$ cat src/design/ieu_pkg.sv
// Shared types and codes for the IR instruction execute unit.
// Used by ieu_ctrl, ieu_datapath and ir_instruction_execute_unit; no dependencies.
package ieu_pkg;

    typedef enum logic [3:0] {
        OP_MOV = 4'd0,
        OP_LDR = 4'd1,
        OP_STR = 4'd2,
        OP_ADD = 4'd3,
        OP_SUB = 4'd4,
        OP_MUL = 4'd5,
        OP_DIV = 4'd6,
        OP_RET = 4'd7,
        OP_CMP = 4'd8,
        OP_JMP = 4'd9,
        OP_JEQ = 4'd10,
        OP_JLT = 4'd11,
        OP_JGT = 4'd12
    } op_t;

    typedef enum logic [1:0] {
        KIND_REG   = 2'd0,
        KIND_IMM   = 2'd1,
        KIND_ADDR  = 2'd2,
        KIND_LABEL = 2'd3
    } kind_t;

    typedef enum logic [2:0] {
        STS_OK       = 3'd0,
        STS_BAD_KIND = 3'd1,
        STS_ADDR     = 3'd2,
        STS_DIV_ZERO = 3'd3,
        STS_UNKNOWN  = 3'd4,
        STS_BAD_REG  = 3'd5,
        STS_HALTED   = 3'd6
    } status_t;

    typedef enum logic [1:0] {
        FLAG_NONE = 2'd0,
        FLAG_EQ   = 2'd1,
        FLAG_LT   = 2'd2,
        FLAG_GT   = 2'd3
    } flag_t;

    // how the controller sequences an item
    typedef enum logic [2:0] {
        CLS_NONE = 3'd0,
        CLS_ALU  = 3'd1,
        CLS_MUL  = 3'd2,
        CLS_DIV  = 3'd3,
        CLS_LD   = 3'd4,
        CLS_ST   = 3'd5
    } cls_t;

    localparam logic REG_IDX_MEM_LIMIT = 1'b0;
    localparam logic REG_IDX_PROG_LEN  = 1'b1;

    localparam logic [12:0] MEM_LIMIT_RESET = 13'd4096;
    localparam logic [15:0] PROG_LEN_RESET  = 16'd65535;

    typedef struct packed {
        logic       load;
        logic       clr;
        logic       rd_issue;
        logic [1:0] rd_slot;
        logic       exec;
        logic       mul_go;
        logic       mul_addr;
        logic       addr_go;
        logic       div_start;
        logic       div_step;
        logic       mem_rd;
        logic       mem_wr;
        logic       ld_cap;
        logic       commit;
    } dp_cmd_t;

    typedef struct packed {
        logic clr_last;
        cls_t cls;
        logic range_bad;
        logic div_done;
        logic out_free;
    } dp_stat_t;

endpackage

$ cat src/design/ieu_ctrl.sv
// Controller state machine of the execute unit: sequences clear, operand reads,
// execution, memory access and commit. Depends on ieu_pkg.
module ieu_ctrl (
    input  logic              aclk,
    input  logic              aresetn,
    input  logic              s_valid,
    output logic              s_ready,
    input  ieu_pkg::dp_stat_t stat,
    output ieu_pkg::dp_cmd_t  cmd
);
    import ieu_pkg::*;

    typedef enum logic [15:0] {
        ST_CLEAR = 16'h0001,
        ST_IDLE  = 16'h0002,
        ST_RD0   = 16'h0004,
        ST_RD1   = 16'h0008,
        ST_RD2   = 16'h0010,
        ST_RD3   = 16'h0020,
        ST_DISP  = 16'h0040,
        ST_EXEC  = 16'h0080,
        ST_MUL   = 16'h0100,
        ST_AMUL  = 16'h0200,
        ST_AADD  = 16'h0400,
        ST_MEM   = 16'h0800,
        ST_MWAIT = 16'h1000,
        ST_DIVS  = 16'h2000,
        ST_DIVR  = 16'h4000,
        ST_FIN   = 16'h8000
    } state_t;

    state_t state_reg, state_next;

    always_ff @(posedge aclk) begin
        if (!aresetn) begin
            state_reg <= ST_CLEAR;
        end else begin
            state_reg <= state_next;
        end
    end

    assign s_ready = (state_reg == ST_IDLE);

    always_comb begin
        state_next = state_reg;
        cmd        = '0;
        case (state_reg)
            ST_CLEAR: begin
                cmd.clr = 1'b1;
                if (stat.clr_last) begin
                    state_next = ST_IDLE;
                end
            end
            ST_IDLE: begin
                if (s_valid) begin
                    cmd.load   = 1'b1;
                    state_next = ST_RD0;
                end
            end
            ST_RD0: begin
                if (stat.cls == CLS_NONE) begin
                    state_next = ST_FIN;
                end else begin
                    cmd.rd_issue = 1'b1;
                    cmd.rd_slot  = 2'd0;
                    state_next   = ST_RD1;
                end
            end
            ST_RD1: begin
                cmd.rd_issue = 1'b1;
                cmd.rd_slot  = 2'd1;
                state_next   = ST_RD2;
            end
            ST_RD2: begin
                cmd.rd_issue = 1'b1;
                cmd.rd_slot  = 2'd2;
                state_next   = ST_RD3;
            end
            ST_RD3: begin
                cmd.rd_issue = 1'b1;
                cmd.rd_slot  = 2'd3;
                state_next   = ST_DISP;
            end
            ST_DISP: begin
                case (stat.cls)
                    CLS_ALU:         state_next = ST_EXEC;
                    CLS_MUL:         state_next = ST_MUL;
                    CLS_DIV:         state_next = ST_DIVS;
                    CLS_LD, CLS_ST:  state_next = ST_AMUL;
                    default:         state_next = ST_FIN;
                endcase
            end
            ST_EXEC: begin
                cmd.exec   = 1'b1;
                state_next = ST_FIN;
            end
            ST_MUL: begin
                cmd.mul_go = 1'b1;
                state_next = ST_FIN;
            end
            ST_AMUL: begin
                cmd.mul_go   = 1'b1;
                cmd.mul_addr = 1'b1;
                state_next   = ST_AADD;
            end
            ST_AADD: begin
                cmd.addr_go = 1'b1;
                state_next  = ST_MEM;
            end
            ST_MEM: begin
                if (stat.range_bad) begin
                    state_next = ST_FIN;
                end else if (stat.cls == CLS_LD) begin
                    cmd.mem_rd = 1'b1;
                    state_next = ST_MWAIT;
                end else begin
                    cmd.mem_wr = 1'b1;
                    state_next = ST_FIN;
                end
            end
            ST_MWAIT: begin
                cmd.ld_cap = 1'b1;
                state_next = ST_FIN;
            end
            ST_DIVS: begin
                cmd.div_start = 1'b1;
                state_next    = ST_DIVR;
            end
            ST_DIVR: begin
                if (stat.div_done) begin
                    state_next = ST_FIN;
                end else begin
                    cmd.div_step = 1'b1;
                end
            end
            ST_FIN: begin
                if (stat.out_free) begin
                    cmd.commit = 1'b1;
                    state_next = ST_IDLE;
                end
            end
            default: begin
                state_next = ST_IDLE;
            end
        endcase
    end

    a_load_idle: assert property (@(posedge aclk) disable iff (!aresetn)
        cmd.load |=> (state_reg == ST_RD0))
        else $error("load did not enter operand read");
    a_no_clear_after: assert property (@(posedge aclk) disable iff (!aresetn)
        (state_reg == ST_IDLE) |=> !cmd.clr)
        else $error("clear pass restarted after idle");
    a_mem_rd_wait: assert property (@(posedge aclk) disable iff (!aresetn)
        cmd.mem_rd |=> cmd.ld_cap)
        else $error("load data not captured after read");
endmodule

$ cat config.mk
export PLATFORM = sky130hd
export DESIGN_NAME = ieu_ctrl
export DESIGN_NICKNAME = d
export VERILOG_FILES = /design/src/design/ieu_pkg.sv /design/src/design/ieu_ctrl.sv
export SDC_FILE = /design/constraint.sdc
export NUM_CORES = 1
export LEC_CHECK = 0
export ABC_AREA = 1
export BUFFER_PORTS_ARGS = -buffer_cell sky130_fd_sc_hd__buf_2
export CORE_MARGIN = 4
export CORE_UTILIZATION = 45
export DETAILED_ROUTE_END_ITERATION = 10
export HOLD_SLACK_MARGIN = 0.1
export PLACE_DENSITY = 0.71
export SLEW_MARGIN = 20
export SYNTH_ARGS = -nofsm -noshare
export SYNTH_HDL_FRONTEND = slang
export SYNTH_SLANG_ARGS = --single-unit
$ cat constraint.sdc
create_clock -name aclk -period 1.2 [get_ports aclk]
set_input_delay 0.18 -clock aclk [delete_from_list [all_inputs] [get_ports aclk]]
set_output_delay 0.18 -clock aclk [all_outputs]
set_load 0.05 [all_outputs]
==> results of run 1 <==
-- through the flow --
stage / hold slack, ns / TNS, ns / util
after global placement: 0.401 / -7.37 / 0.761
after CTS: 0.138 / -11.78 / 0.939
after detailed placement: 0.398 / -8.31 / 0.761
after floorplan: 0.249 / -2.71 / -
-- kinds of logic after synthesis --
kind of cell           count (synthesis)
buffers and inverters                 37
flip-flops                            16
AO/OA/AOI/OAI                          4
AND/OR/NAND/NOR                      122
-- synthesized netlist by cell type, drive strengths merged --
cell type / count / area (um^2)
nor2: 43 / 196
nand2: 41 / 191
inv: 33 / 124
nand3: 23 / 130
dfxtp: 16 / 320
nor3: 8 / 45.0
nand4: 4 / 25.0
a21oi: 3 / 18.8
buf: 2 / 22.5
nor4: 2 / 12.5
and3: 1 / 6.26
clkbuf: 1 / 3.75
clkinv: 1 / 3.75
o21ai: 1 / 5.00
-- timing repair --
action                                 CTS
pin swaps                               12
endpoints found under the hold margin    2
gates cloned                             1
setup buffers                           11
resized for setup                       65
setup endpoints to repair               31
hold buffers                             2
==> summary.txt, run 1 <==
Placed design
  • Pre-CTS WS: -0.440 ns
  • Placed Cells: 268
  • Post-DP HPWL: roughly 2700 um
  • Routability Congestion: between 0.9 and 1
  • Count of input and output buffers: 25
  • Cell Area, Placed: about 1700 um^2

Logic synthesis
  • Largest family of logic cells by synthesized area: simple AND/OR/NAND/NOR gates
  • Cells after Synth: between 150 and 200
  • XOR/XNOR share of the synthesized area: 0
  • Post-Synth Adder-Cell Area: 0
  • Synth cell types: 21
  • Number of synthesized register bits: 16
  • Warnings from Yosys: 0
  • Avg Cell Area, Syn: 6.17 um^2
  • Post-Synth Simple-Gate Area: 0.549
  • Synth Area in Compound Gates: 0.0215
  • Synthesized Nets: ~190
  • Sequential element share of the synthesized area: 0.290
  • Mux share of post-synthesis cell area: 0
  • Synthesized cell area: between 1000 and 1500 um^2

Die
  • Initial Util: 0.485
  • I/O pin total: 26
  • DIE HEIGHT: between 50 and 60 um
  • Chip width: ~58 um
  • Placement row count: 17

Status
  • Tool Error: [ERROR DPL-0038] Utilization greater than 100%, impossible to legalize
  • Status: did not finish
  • Failed at: global routing (5_1_grt)

STA
  • Worst End Pin Type: output port
  • GR repair worst EP: cmd[12]

Clock network
  • H-tree depth: 1
  • CTS Sinks: 16
  • Clock buffer depth: 2
  • TritonCTS buffer count: 3
  • Clock root buffer: clkbuf_4

GRT
  • Pin count of the biggest net entering global routing: 13
==> run 2, diff against run 1 <==
--- a/config.mk
+++ b/config.mk
@@ -8,10 +8,9 @@
 export ABC_AREA = 1
 export BUFFER_PORTS_ARGS = -buffer_cell sky130_fd_sc_hd__buf_2
 export CORE_MARGIN = 4
-export CORE_UTILIZATION = 45
+export CORE_UTILIZATION = 30
 export DETAILED_ROUTE_END_ITERATION = 10
-export HOLD_SLACK_MARGIN = 0.1
-export PLACE_DENSITY = 0.71
+export PLACE_DENSITY_LB_ADDON = 0.15
 export SLEW_MARGIN = 20
 export SYNTH_ARGS = -nofsm -noshare
 export SYNTH_HDL_FRONTEND = slang
==> constraint.sdc (replaced) <==
create_clock -name aclk -period 1.6 [get_ports aclk]
set_input_delay 0.24 -clock aclk [delete_from_list [all_inputs] [get_ports aclk]]
set_output_delay 0.24 -clock aclk [all_outputs]
set_load 0.05 [all_outputs]
==> run 2 against run 1 <==
  * The flow now finishes, with violations (negative setup slack)
  * Area after synthesis unchanged
  * Synthesized cell count did not move
==> summary.txt, run 2 <==
Status
  • Status: finished, violations left (was did not finish)
  • Violated checks: negative setup slack

Logic synthesis
  • Ys async rst share: 0 (unchanged)
  • Synthesized cell area: 1100 um^2 (unchanged)
  • Avg Cell Area, Syn: 6.17 um^2 (unchanged)
  • Synthesized Nets: 189 (unchanged)
  • Commonest cells in the netlist: nand2_1 (34), inv_1 (33), nor2_1 (33), nand3_1 (20), dfxtp_1 (16) (unchanged)
  • Number of synthesized flops with an enable pin: 0 (unchanged)
  • Ys flop type: dfxtp_1 (unchanged)
  • Cells after Synth: 179 (unchanged)
  • Most frequent cell after synthesis: nand2_1 (unchanged)
  • Synth area leaders: dfxtp_1 (29%), nand2_1 (12%), inv_1 (11%) (unchanged)
  • Sequential element share of the synthesized area: 0.290 (unchanged)
  • Warnings from Yosys: 0 (unchanged)
  • Area share of the largest cell type after synthesis: 0.290 (unchanged)
  • Synth cell types: 21 (unchanged)
  • Leading area contributor after synthesis: dfxtp_1 (unchanged)
  • Number of synthesized register bits: 16 (unchanged)

STA
  • Post-route setup slack: -0.136 ns
  • Final min period: around 1.7 ns
  • RSZ-0062 raised after global routing: true
  • Final setup violation count: 19
  • Final Skew: approximately 0.0012 ns
  • Tightest Pin Transition: 0.427 ns
  • Rel. slew slack: 0.715
  • Tcrit/Tclk final: 1.08
  • Slew Limit Fails: 0
  • Final hold viol count: 0
  • Fmax: slightly below 600 MHz

GRT
  • GRT met2 Usage: 0.253
  • Grt peak-use layer: met2
  • Pin count of the biggest net entering global routing: 13
  • Number of global-route vias before repair: between 1000 and 1500
  • M3 GR Usage: 0.0292
  • Initial antenna violation count: 0
  • First-pass GRT wire length: around 5300 um
  • Met1 usage: 0.188
  • Global Route Usage Sum: 0.151
  • Overflow after GRT: 0

Die
  • Die area: around 4700 um^2
  • Initial Util: 0.321 (was 0.485)
  • Core Region: ~3400 um^2
  • DIE HEIGHT: 68.7 um (was 57.6 um)
  • Chip width: 68.7 um (was 57.6 um)
  • Placement row count: 21 (was 17)
  • I/O pin total: 26 (unchanged)

Drt
  • Initial drt markers: 60
  • Routed WL: approximately 3500 um
  • Post-route DRC: 0
  • Routed vias/inst: around 4.6
  • WL/cell: between 10 and 15 um
  • DR pass1 iterations: 4
  • Via Count: 1368
  • Post-DRT Antenna Nets: 0

Finish
  • Layout Area Growth over Synthesis: 98.8%
  • Max reg flops: 16
  • # diodes: 0
  • Fin nets: around 270
  • Most frequent cells in the layout: buf_4 (39), inv_1 (27), nand2_1 (21)
  • Layout Cells excl Fill: 300
  • Layout cells sized above 1: 0.626
  • Commonest non-fill, non-tap cell in the layout: buf_4

Clock network
  • Clock transition at the registers of the reported paths: 0.06 ns
  • Skew-Pair Late Insertion Delay: 0.25 ns
  • H-tree depth: 1 (unchanged)
  • Clock buffer depth: 2 (unchanged)
  • CTS Sinks: 16 (unchanged)
  • TritonCTS buffer count: 3 (unchanged)
  • CTS tree: yes
  • Clock root buffer: clkbuf_8 (was clkbuf_4)

Placed design
  • Placed Cells: 277 (was 268)
  • Post-DP HPWL: 2380 um (was 2720 um)
  • Count of input and output buffers: 25 (unchanged)
  • Routability Congestion: 0.818 (was 0.919)

Job
  • Max-cap violations: 0

Setup path
  • Startpoint types: flip-flop
  • Worst setup EP type: output pin
  • Arrival time at the worst endpoint: ~1.5 ns
  • Crit path to: cmd[12]
  • Critical R2R Capture: state_reg[15]$_SDFFE_PN0P_
  • CP most frequent cell: nor2_4
  • Critical-path cell list: nor2_4, nand2_4, nor2_4, buf_12, nand3_2, nand4_1, buf_6
  • Setup slack, reg-to-reg: -0.05 ns
  • Worst R2R Path Depth: 12
  • CP max stage delay: approximately 0.33 ns
  • Worst endpoint required time: between 1 and 1.5 ns
  • CP max-delay cell: dfxtp_2
  • FF-to-FF Start: state_reg[13]$_SDFFE_PN0P_
  • Crit. Startpoint: state_reg[14]$_SDFFE_PN0P_
  • Critical Setup Path Class: reg2out
  • CP Max Fanout: 7

Power and ir drop
  • Leak Pwr: between 1 and 1.5 nW
  • Pwr per Cell Area: between 400 and 500 nW/um^2
  • Comb power frac: 0.255
  • Sw frac: 0.300
  • Psw: between 0.2 and 0.3 mW
  • Total power draw: around 0.96 mW
  • Clk pwr share: 0.314
  • Seq pwr share: 0.431
  • Maximum VDD drop: roughly 0.19 mV
  • Internal: approximately 0.67 mW

Worst hold path
  • Hold WC Path Type: in2reg
run 2: cell counts after synthesis:
Identical to the previous run, type by type.
run 2: worst min-delay path by stage:
stage,startpoint,end,depth (start not counted)
after CTS,stat[3],state_reg[8]$_SDFFE_PN0P_,2
after floorplan,aresetn,state_reg[0]$_SDFFE_PN1P_,1
after global routing,stat[3],state_reg[8]$_SDFFE_PN0P_,2
final,stat[3],state_reg[8]$_SDFFE_PN0P_,2
after global placement,aresetn,state_reg[0]$_SDFFE_PN1P_,2
after detailed placement,aresetn,state_reg[0]$_SDFFE_PN1P_,2
run 2: timing repair:
action,4_1_cts,5_1_grt
resized for setup,77,53
buffers inserted,16,8
hold buffers,0,0
pin swaps,27,21
setup endpoints to repair,17,20
run 2: worst max-delay path, delay by kind of cell, from the launching register on:
family,cells,cell delay (ns)
buf+inv,2,0.32
simple gates,5,0.58
flops,1,0.33
run 2: power by group through the flow:
| stage | Sequential, mW | Combinational (mW) | Clock (mW) |
|---|---|---|---|
| 2_1_floorplan | 0.420 | 0.120 | 0 |
| 3_3_place_gp | 0.419 | 0.186 | 0 |
| 3_5_place_dp | 0.419 | 0.186 | 0 |
| 4_1_cts | 0.412 | 0.224 | 0.308 |
| 5_1_grt | 0.414 | 0.262 | 0.320 |
| 6_report | 0.414 | 0.244 | 0.301 |
run 2: area by class of cell:
cell class / instances / area [um^2]
clock buffer: 3 / 41.3
fill: 279 / 1250
inverter: 34 / 128
multi-input combinational: 126 / 932
sequential: 16 / 337
tap: 46 / 57.6
timing repair buffer: 75 / 701
run 2: logic make-up after synthesis:
group / Yosys count / synth area share
AND/OR/NAND/NOR: 122 / 0.549
buffers and inverters: 37 / 0.139
flip-flops: 16 / 0.290
AO/OA/AOI/OAI: 4 / 0.0215
run 2: layer usage:
| metal | vias to the layer above | share of wire |
|---|---|---|
| li1 | 707 | - |
| met1 | 628 | 0.44 |
| met2 | 25 | 0.50 |
| met3 | 8 | 0.035 |
| met4 | 0 | 0.022 |
| met5 | - | 0 |
run 2: metrics by stage:
step	instance area [um^2]	TNS, ns	utilization	setup WS [ns]	hold WS, ns
after floorplan	1160	-0.0578	-	-0.0572	0.309
after global placement	1560	0	0.452	0.00235	0.462
after detailed placement	1560	-0.0469	0.452	-0.0167	0.465
after CTS	1960	-1.77	0.569	-0.136	0.203
after global routing	2200	-2.73	0.638	-0.206	0.208
final	2200	-1.50	0.638	-0.136	0.195
No activity file was read; power rests on OpenSTA's default activity.
==> run 3, diff against run 2 <==
--- a/config.mk
+++ b/config.mk
@@ -5,11 +5,11 @@
 export SDC_FILE = /design/constraint.sdc
 export NUM_CORES = 1
 export LEC_CHECK = 0
-export ABC_AREA = 1
 export BUFFER_PORTS_ARGS = -buffer_cell sky130_fd_sc_hd__buf_2
-export CORE_MARGIN = 4
-export CORE_UTILIZATION = 30
+export CORE_AREA = 4 4 65 67
+export CTS_BUF_LIST = sky130_fd_sc_hd__clkbuf_8
 export DETAILED_ROUTE_END_ITERATION = 10
+export DIE_AREA = 0 0 69 71
 export PLACE_DENSITY_LB_ADDON = 0.15
 export SLEW_MARGIN = 20
 export SYNTH_ARGS = -nofsm -noshare
==> run 3 against run 2 <==
  * Largest cell class unchanged
  * Total power rose by 20%
  * Area after synthesis shrank 6.6%
  * The run still ends with negative setup slack left
  * Largest power group unchanged
  * Critical path depth fell by 2
  * Register-to-register slack worse by 0.60 ns
==> summary.txt, run 3 <==
Setup path
  • CP most frequent cell: or4_4 (was nor2_4)
  • CP max-delay cell: or4_4 (was dfxtp_2)
  • Critical Setup Path Class: reg2out (unchanged)
  • CP max stage delay: 0.57 ns (was 0.33 ns)
  • Top delay family on crit path: simple AND/OR/NAND/NOR gates (unchanged)
  • Worst setup EP type: output pin (unchanged)
  • CP Buf/Inv Count: 1 (was 2)
  • CP Max Fanout: 4 (was 7)
  • Critical-path cell list: or4_4, or3_4, or4_4, nand2_4, buf_8 (was nor2_4, nand2_4, nor2_4, buf_12, nand3_2, nand4_1, buf_6)
  • Worst endpoint required time: 1.36 ns (about the same)
  • Startpoint types: flip-flop (unchanged)
  • Arrival time at the worst endpoint: 2.27 ns (was 1.50 ns)

Drt
  • Routed vias/inst: 4.96 (was 4.56)
  • Initial drt markers: 38 (was 60)
  • DR pass1 iterations: 4 (unchanged)
  • Via Count: 1280 (was 1368)
  • Post-DRT Antenna Nets: 0 (unchanged)
  • WL/cell: 14.7 um (was 11.7 um)
  • Routed WL: 3790 um (was 3500 um)
  • Post-route DRC: 0 (unchanged)

STA
  • Final Skew: 0.00436 ns (was 0.00119 ns)
  • Rel. slew slack: 0.788 (was 0.715)
  • Final min period: 2.51 ns (was 1.74 ns)
  • Slew Limit Fails: 0 (unchanged)
  • Final setup violation count: 32 (was 19)
  • RSZ-0062 raised after global routing: true (unchanged)
  • Final hold viol count: 0 (unchanged)
  • Tcrit/Tclk final: 1.57 (was 1.08)
  • Post-route setup slack: -0.912 ns (was -0.136 ns)
  • Fmax: 398 MHz (was 576 MHz)
  • WHS: 0.216 ns (was 0.195 ns)
  • Tightest Pin Transition: 0.315 ns (was 0.427 ns)

Logic synthesis
  • Avg Cell Area, Syn: 8.00 um^2 (was 6.17 um^2)
  • Synthesized Nets: 139 (was 189)
  • Most frequent cell after synthesis: dfxtp_1 (was nand2_1)
  • Cells after Synth: 129 (was 179)
  • Synth area leaders: dfxtp_1 (31%), nor4_1 (6.1%), or4_1 (5.8%) (was dfxtp_1 (29%), nand2_1 (12%), inv_1 (11%))
  • Synth cell types: 38 (was 21)
  • Area share of the largest cell type after synthesis: 0.310 (was 0.290)
  • Ys flop type: dfxtp_1 (unchanged)
  • Post-Synth Simple-Gate Area: 0.492 (was 0.549)
  • Commonest cells in the netlist: dfxtp_1 (16), nor4_1 (10), nor3_1 (9), or4_1 (8) (was nand2_1 (34), inv_1 (33), nor2_1 (33), nand3_1 (20), dfxtp_1 (16))
  • Synthesized cell area: 1030 um^2 (was 1100 um^2)
  • Largest family of logic cells by synthesized area: simple AND/OR/NAND/NOR gates (unchanged)
  • Mux share of post-synthesis cell area: 0.00970 (was 0)
  • Sequential element share of the synthesized area: 0.310 (was 0.290)
  • Post-Synth Adder-Cell Area: 0 (unchanged)
  • Number of synthesized flops with an enable pin: 0 (unchanged)
  • Synth Area in Compound Gates: 0.0982 (was 0.0215)
  • XOR/XNOR share of the synthesized area: 0.0424 (was 0)
  • Warnings from Yosys: 0 (unchanged)
  • Ys async rst share: 0 (unchanged)
  • Leading area contributor after synthesis: dfxtp_1 (unchanged)
  • Number of synthesized register bits: 16 (unchanged)

Clock network
  • CTS Sinks: 16 (unchanged)
  • Clock transition at the registers of the reported paths: 0.07 ns (was 0.06 ns)
  • CTS Hold Bufs: 0 (unchanged)
  • Clock root buffer: clkbuf_8 (unchanged)
  • Skew-Pair Late Insertion Delay: 0.25 ns (about the same)
  • H-tree depth: 1 (unchanged)
  • Clock buffer depth: 2 (unchanged)
  • TritonCTS buffer count: 3 (unchanged)
  • CTS tree: yes (unchanged)

Placed design
  • Post-DP HPWL: 2790 um (was 2380 um)
  • Routability Congestion: 0.862 (was 0.818)
  • Count of input and output buffers: 25 (unchanged)

Finish
  • Fill cell count: 331 (was 279)
  • Commonest non-fill, non-tap cell in the layout: buf_4 (unchanged)
  • Layout Area Growth over Synthesis: 113% (was 98.8%)
  • Reg area: 328 um^2 (was 337 um^2)
  • Most frequent cells in the layout: buf_4 (43), buf_6 (18), buf_8 (11) (was buf_4 (39), inv_1 (27), nand2_1 (21))
  • Max reg flops: 16 (unchanged)
  • Finished Core Util: 0.604 (was 0.638)
  • Layout cells sized above 1: 0.686 (was 0.626)
  • Fin nets: 221 (was 266)
  • Area of the multi-input gates: 960 um^2 (was 932 um^2)
  • # diodes: 0 (unchanged)

Die
  • Core Region: 3630 um^2 (was 3440 um^2)
  • Chip width: 69 um (was 68.7 um)
  • Placement row count: 22 (was 21)
  • DIE HEIGHT: 71 um (was 68.7 um)
  • I/O pin total: 26 (unchanged)
  • Die area: 4900 um^2 (was 4720 um^2)
  • Initial Util: 0.284 (was 0.321)

GRT
  • Number of global-route vias before repair: 1333 (was 1259)
  • Initial antenna violation count: 0 (unchanged)
  • Pin count of the biggest net entering global routing: 10 (was 13)
  • First-pass GRT wire length: 6260 um (was 5310 um)
  • Overflow after GRT: 0 (unchanged)
  • Global Route Usage Sum: 0.154 (was 0.151)

Power and ir drop
  • Seq pwr share: 0.360 (was 0.431)
  • Maximum VDD drop: 0.450 mV (was 0.193 mV)
  • Internal: 0.834 mW (was 0.672 mW)
  • Clk pwr share: 0.311 (was 0.314)
  • Leak Pwr: 0.893 nW (was 1.11 nW)
  • Psw: 0.314 mW (was 0.288 mW)
  • Comb power frac: 0.329 (was 0.255)
  • Pwr per Cell Area: 523 nW/um^2 (was 437 nW/um^2)
  • Sw frac: 0.274 (was 0.300)

Worst hold path
  • Hold WC Path Type: in2reg (unchanged)

Status
  • Status: finished, violations left (unchanged)
  • Violated checks: negative setup slack (unchanged)

Job
  • Max-cap violations: 0 (unchanged)
run 3: cell types whose count changed in the layout (fill, tap and decap cells not counted), sizes merged, moves of 7 or more:
| cell | change |
|---|---|
| nor4 | +8 |
| or4 | +8 |
| inv | -30 |
| nor2 | -36 |
| nand3 | -21 |
| buf | +7 |
| nand2 | -35 |
run 3: layer usage:
metal	global-route usage	up-vias	part of all wire
met4	0.0130	0	0.0021
met3	0.0313	2	0.024
met5	0	-	0
li1	-	654	-
met2	0.281	15	0.52
met1	0.195	609	0.45
run 3: power groups by stage:
stage | sequential [mW] | combinational (mW) | clock [mW]
6_report | 0.413 | 0.378 | 0.357
5_1_grt | 0.413 | 0.401 | 0.381
4_1_cts | 0.412 | 0.337 | 0.362
3_5_place_dp | 0.420 | 0.269 | 0
3_3_place_gp | 0.419 | 0.270 | 0
2_1_floorplan | 0.422 | 0.156 | 0
run 3: final timing paths:
path	startpoint	slack [ns]	cells past startpoint	endpoint
max	state_reg[0]$_SDFFE_PN1P_	-0.91	5	cmd[12]
min	stat[6]	0.22	2	state_reg[0]$_SDFFE_PN1P_
max reg2reg	state_reg[7]$_SDFFE_PN0P_	-0.65	6	state_reg[1]$_SDFFE_PN0P_
min reg2reg	state_reg[6]$_SDFFE_PN0P_	0.56	2	state_reg[5]$_SDFFE_PN0P_
run 3: cell families after synthesis:
family,after synthesis
buffers and inverters,12
AO/OA/AOI/OAI,15
AND/OR/NAND/NOR,80
XOR/XNOR,5
flip-flops,16
multiplexers,1
run 3: repair_timing:
item / CTS / global route
endpoints found under the hold margin: 0 / 0
gates resized for setup: 74 / 13
endpoints found under the setup margin: 32 / 32
setup buffers: 9 / 6
pin swaps: 17 / 12
run 3: metrics by stage:
step	power [mW]	setup slack (ns)	instance area, um^2	instances	setup TNS, ns
floorplan	0.579	-0.732	1250	129	-12.72
finish	1.15	-0.912	2200	258	-17.15
detailed placement	0.689	-0.882	1710	242	-17.79
CTS	1.11	-0.904	2110	254	-17.03
global placement	0.689	-0.823	1710	242	-17.43
global route	1.20	-0.945	2200	258	-19.10
run 3: layout make-up:
type	count	area share
sequential	16	0.149
multi-input combinational	101	0.437
timing repair buffer	82	0.344
tap	48	0.0274
inverter	7	0.0171
clock buffer	4	0.0251
run 3: worst register-to-register path: cells and delay by family, from the launching register on:
kind / cells / cell delay [ns]
DFF: 1 / 0.32
and+or+nand+nor: 3 / 1.21
buffers and inverters: 1 / 0.16
AOI/OAI and AO/OA: 2 / 0.46
==> run 4, diff against run 3 <==
==> constraint.sdc (replaced) <==
create_clock -name aclk -period 1.6 [get_ports aclk]
set_input_delay 0.08 -clock aclk [delete_from_list [all_inputs] [get_ports aclk]]
set_output_delay 0.08 -clock aclk [all_outputs]
set_load 0.05 [all_outputs]
==> run 4 against run 3 <==
  * The run still ends with negative setup slack left
  * Register-to-register slack is essentially flat
  * Sequential power is essentially flat
  * Worst hold slack lost 0.14 ns
  * Clock-buffer cell count is the same
  * Via count grew 4.6%
  * Flip-flop and latch count is the same
  * Cell count shrank 1.2%
  * Largest power group is now combinational logic
==> summary.txt, run 4 (synthesis gave the netlist of run 3 again) <==
Power and ir drop
  • Sw frac: 0.288 (was 0.274)
  • Leak Pwr: 0.910 nW (was 0.893 nW)
  • Clk pwr share: 0.303 (was 0.311)
  • Internal: 0.858 mW (was 0.834 mW)
  • Maximum VDD drop: 0.465 mV (was 0.450 mV)
  • Psw: 0.348 mW (was 0.314 mW)
  • Comb power frac: 0.354 (was 0.329)
  • Seq pwr share: 0.343 (was 0.360)
  • Pwr per Cell Area: 532 nW/um^2 (was 523 nW/um^2)

GRT
  • Initial antenna violation count: 0 (unchanged)
  • Number of global-route vias before repair: 1413 (was 1333)
  • Global Route Usage Sum: 0.172 (was 0.154)
  • First-pass GRT wire length: 6780 um (was 6260 um)
  • Overflow after GRT: 0 (unchanged)
  • Pin count of the biggest net entering global routing: 10 (unchanged)

Setup path
  • Worst endpoint required time: 1.52 ns (was 1.36 ns)
  • Critical Setup Path Class: reg2out (unchanged)
  • Crit path to: cmd[11] (was cmd[12])
  • Crit. Startpoint: state_reg[2]$_SDFFE_PN0P_ (was state_reg[0]$_SDFFE_PN1P_)
  • Worst R2R Path Depth: 6 (unchanged)
  • Worst setup EP type: output pin (unchanged)
  • Arrival time at the worst endpoint: 2.31 ns (was 2.27 ns)
  • Critical R2R Capture: state_reg[1]$_SDFFE_PN0P_ (unchanged)
  • FF-to-FF Start: state_reg[2]$_SDFFE_PN0P_ (was state_reg[7]$_SDFFE_PN0P_)
  • CP Max Fanout: 3 (was 4)
  • Startpoint types: flip-flop (unchanged)
  • Setup slack, reg-to-reg: -0.66 ns (was -0.65 ns)

Finish
  • Most frequent cells in the layout: buf_4 (32), buf_6 (27), buf_8 (11) (was buf_4 (43), buf_6 (18), buf_8 (11))
  • Layout cells sized above 1: 0.710 (was 0.686)
  • Max reg flops: 16 (unchanged)
  • Finished Core Util: 0.624 (was 0.604)
  • # diodes: 0 (unchanged)
  • Layout Area Growth over Synthesis: 120% (was 113%)
  • Fin nets: 218 (was 221)
  • Layout Cells excl Fill: 255 (was 258)
  • Commonest non-fill, non-tap cell in the layout: buf_4 (unchanged)

Die
  • Die area: 4900 um^2 (unchanged)
  • Initial Util: 0.284 (unchanged)
  • Chip width: 69 um (unchanged)
  • Placement row count: 22 (unchanged)
  • Core Region: 3630 um^2 (unchanged)
  • I/O pin total: 26 (unchanged)
  • DIE HEIGHT: 71 um (unchanged)

Worst hold path
  • Hold WC Path Type: in2reg (unchanged)

Job
  • Max-cap violations: 0 (unchanged)

STA
  • RSZ-0062 raised after global routing: true (unchanged)
  • Post-route setup slack: -0.792 ns (was -0.912 ns)
  • Tightest Pin Transition: 0.652 ns (was 0.315 ns)
  • Fmax: 418 MHz (was 398 MHz)
  • Final min period: 2.39 ns (was 2.51 ns)
  • Tcrit/Tclk final: 1.49 (was 1.57)
  • Slew Limit Fails: 0 (unchanged)
  • Final hold viol count: 0 (unchanged)
  • Rel. slew slack: 0.559 (was 0.788)
  • Final setup violation count: 32 (unchanged)
  • Final Skew: 0.00722 ns (was 0.00436 ns)

Drt
  • Routed WL: 4180 um (was 3790 um)
  • Max Used Layer: met4 (unchanged)
  • Initial drt markers: 76 (was 38)
  • Post-route DRC: 0 (unchanged)
  • Met1 WL: 1710 um (about the same)
  • DR pass1 iterations: 4 (unchanged)
  • Via Count: 1339 (was 1280)
  • Metal2 WL: 2200 um (was 1980 um)
  • Met3 wire length: 167 um (was 92 um)
  • WL/cell: 16.4 um (was 14.7 um)
  • Routed vias/inst: 5.25 (was 4.96)
  • Post-DRT Antenna Nets: 0 (unchanged)

Placed design
  • Post-DP HPWL: 2740 um (was 2790 um)
  • Placed Cells: 235 (was 242)
  • Count of input and output buffers: 25 (unchanged)
  • Routability Congestion: 0.842 (was 0.862)

Status
  • Violated checks: negative setup slack (unchanged)
  • Status: finished, violations left (unchanged)

Clock network
  • CTS tree: yes (unchanged)
  • Clock transition at the registers of the reported paths: 0.07 ns (about the same)
  • H-tree depth: 1 (unchanged)
  • Clock root buffer: clkbuf_8 (unchanged)
  • Clock buffer depth: 2 (unchanged)
  • TritonCTS buffer count: 3 (unchanged)
  • Skew-Pair Late Insertion Delay: 0.25 ns (about the same)
  • CTS Sinks: 16 (unchanged)
-- run 4: area by class of cell --
type                       count  area [um^2]
tap                           48         60.1
inverter                       7         37.5
clock buffer                   4         55.1
fill                         311         1370
timing repair buffer          79          754
sequential                    16          329
multi-input combinational    101         1030
-- run 4: routing by layer --
| layer | global-route usage | up-vias |
|---|---|---|
| met5 | 0 | - |
| met4 | 0.0672 | 0 |
| met3 | 0.0426 | 12 |
| met2 | 0.307 | 34 |
| met1 | 0.196 | 646 |
| li1 | - | 647 |
-- run 4: power by group through the flow --
stage	combinational, mW	clock (mW)	sequential, mW
floorplan	0.141	0	0.422
global placement	0.253	0	0.419
detailed placement	0.255	0	0.419
CTS	0.389	0.377	0.413
global route	0.450	0.397	0.414
finish	0.427	0.366	0.414
-- run 4: worst min path at each step --
| stage | startpoint | endpoint | cells after the start |
|---|---|---|---|
| 2_1_floorplan | stat[5] | state_reg[13]$_SDFFE_PN0P_ | 1 |
| 3_3_place_gp | stat[4] | state_reg[7]$_SDFFE_PN0P_ | 2 |
| 3_5_place_dp | stat[4] | state_reg[7]$_SDFFE_PN0P_ | 2 |
| 4_1_cts | stat[4] | state_reg[7]$_SDFFE_PN0P_ | 2 |
| 5_1_grt | stat[4] | state_reg[7]$_SDFFE_PN0P_ | 2 |
| 6_report | stat[4] | state_reg[7]$_SDFFE_PN0P_ | 2 |
-- run 4: critical path, stage by stage, from the launching register on --
cell and delay [ns]:
dfxtp_1 0.32, or4_4 0.55, or3_4 0.41, or4_4 0.54
clkinvlp_4 0.10, buf_8 0.14
-- run 4: what timing repair did --
| action | CTS | global route |
|---|---|---|
| setup endpoints to repair | 32 | 32 |
| setup buffers | 11 | 6 |
| hold buffers | 0 | 0 |
| gates resized for setup | 102 | 12 |
| pin swaps | 19 | 9 |
-- run 4: per-stage QoR --
step / setup TNS (ns) / instance area (um^2) / setup WS, ns / power (mW) / hold WS (ns)
finish: -16.27 / 2270 / -0.792 / 1.21 / 0.0776
global placement: -13.41 / 1640 / -0.638 / 0.673 / 0.308
CTS: -17.27 / 2180 / -0.781 / 1.18 / 0.0489
detailed placement: -13.46 / 1640 / -0.663 / 0.674 / 0.317
floorplan: -11.22 / 1220 / -0.694 / 0.563 / 0.157
global route: -18.20 / 2270 / -0.835 / 1.26 / 0.0727
